==> config.mk <==
export PLATFORM = sky130hd
export DESIGN_NAME = pcc_lane_decode
export DESIGN_NICKNAME = d
export VERILOG_FILES = /design/src/sv/pcc_pkg.sv /design/src/sv/pcc_lane_decode.sv
export SDC_FILE = /design/constraint.sdc
export NUM_CORES = 1
export LEC_CHECK = 0
export BUFFER_PORTS_ARGS = -buffer_cell sky130_fd_sc_hd__buf_2
export CORE_MARGIN = 4
export CORE_UTILIZATION = 40
export DETAILED_ROUTE_END_ITERATION = 7
export PLACE_DENSITY = 0.74
export SLEW_MARGIN = 20
export SYNTH_ARGS = -nofsm -noshare
export SYNTH_HDL_FRONTEND = slang
export SYNTH_SLANG_ARGS = --single-unit
export TNS_END_PERCENT = 100
==> constraint.sdc <==
create_clock -name vclk -period 2.32
set_input_delay 0.232 -clock vclk [all_inputs]
set_output_delay 0.232 -clock vclk [all_outputs]
set_load 0.1 [all_outputs]
==> src/sv/pcc_pkg.sv <==
// shared constants, types and the crc byte update for the page crc checker
`default_nettype none

package pcc_pkg;

    localparam int PAGE_BYTES = 4096;
    localparam int POS_W      = $clog2(PAGE_BYTES);
    localparam int OFFSET_W   = 12;
    localparam int CMP_W      = ((POS_W > OFFSET_W) ? POS_W : OFFSET_W) + 1;
    localparam int CFG_IDX_W  = 2;

    localparam logic [31:0] CRC_POLY = 32'hEDB8_8320;
    localparam logic [31:0] CRC_INIT = 32'hFFFF_FFFF;

    localparam logic [POS_W-1:0] LAST_POS = POS_W'(PAGE_BYTES - 1);

    localparam logic [OFFSET_W-1:0] CHECKSUM_OFFSET_RESET = OFFSET_W'(4);
    localparam logic [OFFSET_W-1:0] MAGIC_OFFSET_RESET    = OFFSET_W'(0);
    localparam logic [31:0]         EXPECTED_MAGIC_RESET  = 32'h0000_0000;

    typedef enum logic [CFG_IDX_W-1:0] {
        CFG_CHECKSUM_OFFSET = 2'd0,
        CFG_MAGIC_OFFSET    = 2'd1,
        CFG_EXPECTED_MAGIC  = 2'd2
    } cfg_index_t;

    typedef struct packed {
        logic       hit;
        logic [1:0] lane;
    } lane_t;

    function automatic logic [31:0] crc_byte(input logic [31:0] crc, input logic [7:0] b);
        logic [31:0] c;
        c = {24'h000000, crc[7:0] ^ b};
        for (int k = 0; k < 8; k++)
        begin
            c = c[0] ? (CRC_POLY ^ (c >> 1)) : (c >> 1);
        end
        return c ^ (crc >> 8);
    endfunction

    function automatic logic [31:0] put_lane(input logic [31:0] word, input logic [1:0] lane,
                                             input logic [7:0] b);
        logic [31:0] w;
        w = word;
        unique case (lane)
            2'd0: w[7:0]   = b;
            2'd1: w[15:8]  = b;
            2'd2: w[23:16] = b;
            2'd3: w[31:24] = b;
            default: w = word;
        endcase
        return w;
    endfunction

endpackage

`default_nettype wire

==> src/sv/pcc_lane_decode.sv <==
// finds which byte lane of a four-byte field the current page position falls in
`default_nettype none

module pcc_lane_decode (
    input  wire logic [pcc_pkg::POS_W-1:0]    pos,
    input  wire logic [pcc_pkg::OFFSET_W-1:0] base,
    output pcc_pkg::lane_t                    lane
);

    logic [pcc_pkg::CMP_W-1:0] diff;

    assign diff = pcc_pkg::CMP_W'(pos) - pcc_pkg::CMP_W'(base);

    always_comb
    begin
        lane.hit  = (diff[pcc_pkg::CMP_W-1:2] == '0);
        lane.lane = diff[1:0];
    end

endmodule

`default_nettype wire

==> results of run 1 <==
-- repair_timing --
item / 4_1_cts / 5_1_grt
resized for setup: 4 / 0
setup buffers: 0 / 0
setup endpoints to repair: 1 / 1
-- power breakdown --
group / total [W] / internal, W / leakage (nW) / switching, W
Clock: 0 / 0 / 0 / 0
Sequential: 0 / 0 / 0 / 0
Combinational: 0.000260 / 0.000113 / 0.510 / 0.000147
-- cells in the mapped netlist, types with 2 or more instances --
cell type and count:
a311oi_1 2, a21o_1 2, nor2_1 4, o21ai_0 2
ha_1 12, nand2_1 10, a21oi_1 10, nand2b_1 5
nor2b_1 5, inv_1 18, o21ai_1 3
-- logic make-up after synthesis --
group	Yosys count
AOI/OAI and AO/OA	30
and+or+nand+nor	29
buffers and inverters	19
adders and majority gates	13
xor gates and xnor gates	2
muxes	1
-- tightest hold or removal path: stages --
cell   delay (ns)
buf_6        0.08
ha_4         0.11
inv_1        0.03
buf_2        0.28
-- cell type report --
cell class | count | area (sq um) | share of cell area [%]
inverter | 19 | 78.8 | 8.33
multi-input combinational | 75 | 598 | 63.2
tap | 16 | 20.0 | 2.12
timing repair buffer | 38 | 249 | 26.3
-- routing by layer --
layer	vias up	wire, microns	track usage (%)	part of all wire [%]
li1	413	-	-	-
met1	338	676	15.9	41
met2	21	856	33.4	52
met3	2	109	0	6.6
met4	0	16	2.69	0.97
met5	-	0	0	0
-- worst min path at each step --
stage	start	to	slack [ns]
5_1_grt	base[0]	lane[0]	0.97
4_1_cts	base[0]	lane[0]	0.96
3_5_place_dp	base[0]	lane[0]	0.99
2_1_floorplan	base[0]	lane[0]	0.91
6_report	base[0]	lane[0]	0.96
3_3_place_gp	base[0]	lane[0]	0.99
-- metrics by stage --
step	instances	TNS, ns	instance area (sq um)
finish	148	-0.231	946
detailed placement	148	-0.253	930
global placement	148	-0.213	930
global route	148	-0.297	946
floorplan	94	-0.589	677
CTS	148	-0.196	946
==> metrics, run 1 <==
CP max FO=3; Setup WS pre-CTS=-0.253 ns; Initial Utilization=42.2%; largest net degree at the start of global routing=7; Die W=47.6 microns; CP startpoint=pos[0]; worst path buffer plus inverter count=3; Critical Path End=lane[2]; hold_buf cts=0; syn avg cell area=6.68 sq um; P&R area growth vs syn=50.6%; slowest stage delay, CP=0.37 ns; sequential cells=0; Arrival @ worst endpoint=2.32 ns; Tmin final=2.55 ns; initial DRC count=9; most common cell after layout, fill and taps aside=buf_2; worst min path class=primary input to output port; Hold Vio Cnt, Final=0; failing checks=setup timing; clkbuf count=0; DRC=0; Wirelength per Cell=11.2 microns; detailed-route vias per instance=5.23; Lkg Pwr=0.510 nW; Pre-antenna DRT Iters=4; Final Core Density=63.5%; Synth Area in Adders=27.1%; maximum vdd drop=199 uV; Crit path depth=10; Placer Congestion=0.849; Crit-path slowest cell=fa_2; fin nets=171; share of Yosys cell area claimed by the top area cell type=23.9%; Crit. End Element=output port; Post-Syn Instances=94; Final HPWL DP=1470 microns; YS warnings=0; FF+latch area=0 sq um; Die ar.=2270 sq um; share of layout cells above drive strength 1=34.8%; outcome=finished with violations; critical path class=primary input to output port; worst-path cell chain=buf_8, inv_8, ha_4, fa_2, a222oi_1, o311ai_1, a311oi_1, nand4_1, a2111oi_4, buf_12; Port-buffer cells=27; max_cap viols=0; Slew @ Worst Pin=0.485 ns; number of global-route vias before repair=742; Final WS setup=-0.231 ns; # diodes=0; Global Route Usage Sum=15.3%; startpoint types=primary input; Area contributors post-synth=ha_1 24%, inv_1 11%, a21oi_1 8.0%; # IOs=27; register area share after synthesis=0%; num rows=14; Filler Cell Count=138; Die H=47.6 microns; CORE AREA=1490 sq um; DRT Wirelength=1660 microns; WHS=0.958 ns; remaining antenna violation count=0; Largest delay share family, worst path=compound AO/OA/AOI/OAI gates; first-pass GRT wire length=2640 microns; Compound-Gate Fraction of Synth Area=33.9%; Post-Syn Area=628 sq um; Synth area leader=ha_1; Mapped Nets=131; final setup fails=1; critical path required time=2.09 ns; Synth cell types=32; relative slew slack=67.9%; multiplexer area fraction after synthesis=1.59%; Vias=774; Max Freq=392 MHz; Synth Area in Simple Gates=23.3%; Final Max Tran Viols=0; antenna violations before repair=0; P per Cell Area=274 nW/um^2; most frequent cells in the layout=24 x buf_2, 17 x inv_1, 11 x ha_1, 11 x buf_4; unrepaired setup endpoints after global routing=yes; main combinational cell family by area after synthesis=compound AO/OA/AOI/OAI gates; total power=0.000260 W; Overflow after GRT=0; xor-xnor portion of the synthesized cell area=2.79%; Tcrit/Tclk final=110%; Hold Crit Depth=4
(Power assumes the default switching activity.)
==> inputs of run 2 (changes only) <==
Settings changed: ABC_AREA from default to 1, PLACE_DENSITY 0.74 to 0.71.
==> run 2 against run 1 <==
- combinational power grew 3%
- critical path type unchanged
- global-route usage shrank 1.7 points
- count of clock-buffer cells in the layout is the same
- the run now ends clean
- critical endpoint unchanged
- cell area grew 6.5%
- largest power group unchanged
==> metrics, run 2 <==
Slew @ Worst Pin=0.485 ns (-0.000565 ns); TNS Setup=0 ns (+0.231 ns); max_cap viols=0 (unchanged); Die H=53.0 microns (+11%); DRT Wirelength=1950 microns (+18%); P&R area growth vs syn=24.6%; Wirelength per Cell=9.28 microns (-17%); antenna violations before repair=0 (unchanged); register area share after synthesis=0% (unchanged); Psw=0.000172 W (+17%); Reg power frac=0% (unchanged); YS warnings=0 (unchanged); Max Freq=456 MHz (+16%); CORE AREA=1820 sq um (+22%); Synth cell types=18 (-44%); detailed-route vias per instance=4.65 (-11%); most frequent cells in the layout=47 x nand2_1, 38 x inv_1, 26 x buf_2; Global Route Usage Sum=13.6% (-1.7 points); DRC=0 (unchanged); clock power share=0% (unchanged); syn avg cell area=5.12 sq um (-23%); WHS=0.956 ns (-0.00181 ns); most numerous cell on the critical path=inv_1; Pre-antenna DRT Iters=4 (unchanged); Post-Syn Instances=158 (+68%); sequential cells=0 (unchanged); Sw Ratio=64.1% (+7.5 points); hold_buf cts=0 (unchanged); first-pass GRT wire length=3010 microns (+14%); slowest stage delay, CP=0.37 ns (about the same); Setup WS pre-CTS=0.0382 ns (+0.291 ns); maximum vdd drop=201 uV (+0.98%); FF+latch area=0 sq um (unchanged); fin nets=224 (+31%); share of Yosys cell area claimed by the top area cell type=22.3% (-1.6 points); num rows=15 (+1); Initial Utilization=44.4% (+2.2 points); startpoint types=primary input; Crit. End Element=output port; Die ar.=2800 sq um (+24%); final setup fails=0 (-1); CP max FO=3 (unchanged); critical path class=primary input to output port; remaining antenna violation count=0 (unchanged); Arrival @ worst endpoint=1.96 ns (-0.36 ns); Lkg Pwr=0.666 nW (+31%); P per Cell Area=266 nW/um^2 (-2.9%); worst min path class=primary input to output port; number of global-route vias before repair=802 (+8.1%); Overflow after GRT=0 (unchanged); Tmin final=2.19 ns (-0.360 ns); Mapped Nets=195 (+49%); outcome=complete, no violations; logic gate share of total power=100.0% (about the same); Final Core Density=55.3% (-8.2 points); most common cell after layout, fill and taps aside=nand2_1; Die W=53.0 microns (+11%); # IOs=27 (unchanged); Area contributors post-synth=nand2_1 22%, ha_1 19%, inv_1 18%; largest net degree at the start of global routing=7 (unchanged); initial DRC count=23 (+14); unrepaired setup endpoints after global routing=no; internal power=0.0000963 W (-15%); count leader, synth=nand2_1; Port-buffer cells=27 (unchanged); Placer Congestion=0.812 (-4.3%); Hold Vio Cnt, Final=0 (unchanged); worst-path cell chain=buf_2, inv_1, ha_1, fa_2, inv_1, nand2_1, nand2_2, nand2_2, xnor2_1, inv_1, nand2_1, nor2_1, nand3_2, nor2_4, buf_12; Post-Syn Area=808 sq um (+29%); Crit-path slowest cell=fa_2; # diodes=0 (unchanged); relative slew slack=67.9% (about the same); critical path required time=2.09 ns (about the same); Final HPWL DP=1750 microns (+19%); Final Max Tran Viols=0 (unchanged); share of layout cells above drive strength 1=23.8% (-11 points); Final WS setup=0.129 ns (+0.360 ns); Tcrit/Tclk final=94.4% (-16 points); Synth area leader=nand2_1; Vias=976 (+26%); clkbuf count=0 (unchanged); most frequent cells after synthesis=48 x nand2_1, 38 x inv_1, 20 x nor2_1, 12 x ha_1, 9 x nand3_1
## run 2: cell count changes after synthesis, moves of 3 or more
cell      delta
a21oi_1      -3
inv_1       +20
nand2_1     +38
nand2_2      +6
nand2b_1     -5
nand3_1      +8
nand3_2      +3
nor2_1      +16
nor2b_1      -5
o21ai_1      -3
o21bai_1     +3
## run 2: cell families after synthesis
group                    after synthesis  share of synthesized area (%)
AO/OA/AOI/OAI                         11                           8.20
AND/OR/NAND/NOR                       91                           49.5
XOR/XNOR                               2                           2.17
adder cells (fa/ha/maj)               13                           21.1
buffers and inverters                 41                           19.0
## run 2: worst max-delay path: cells and delay by family
kind / cells / cell delay, ns
buffers and inverters: 5 / 0.42
XOR/XNOR: 1 / 0.12
AND/OR/NAND/NOR: 7 / 0.59
adder cells (fa/ha/maj): 2 / 0.59
## run 2: power by group through the flow
stage | Sequential [W] | Combinational, W | Clock [W]
detailed placement | 0 | 0.000264 | 0
finish | 0 | 0.000268 | 0
global placement | 0 | 0.000257 | 0
global route | 0 | 0.000301 | 0
CTS | 0 | 0.000265 | 0
floorplan | 0 | 0.000206 | 0
## run 2: path summary, 6_finish.rpt
path | from | to | cells after the start | slack [ns]
max | pos[0] | lane[2] | 15 | 0.13
min | base[0] | lane[0] | 4 | 0.96
## run 2: area by class of cell
cell class / instances / area (sq um)
fill: 214 / 813
inverter: 41 / 154
multi-input combinational: 117 / 672
tap: 25 / 31.3
timing repair buffer: 27 / 150
## run 2: through the flow
step / instances / instance area [sq um] / total power, W
finish: 210 / 1010 / 0.000268
global route: 210 / 1010 / 0.000301
CTS: 210 / 997 / 0.000265
detailed placement: 210 / 997 / 0.000264
global placement: 210 / 997 / 0.000257
floorplan: 158 / 816 / 0.000206
## run 2: metal layers
layer  up-vias  part of all wire [%]  wire length (microns)  GRT usage (%)
li1        532                     -                      -              -
met1       416                    44                    863           16.7
met2        24                    49                    955           26.0
met3         4                   6.1                    118           1.41
met4         0                  0.62                     12          0.851
met5         -                     0                      0              0
## run 2: timing repair
item,in CTS,in global routing
gates resized for setup,0,3
endpoints found under the hold margin,0,0
buffers inserted,0,0
endpoints found under the setup margin,0,1
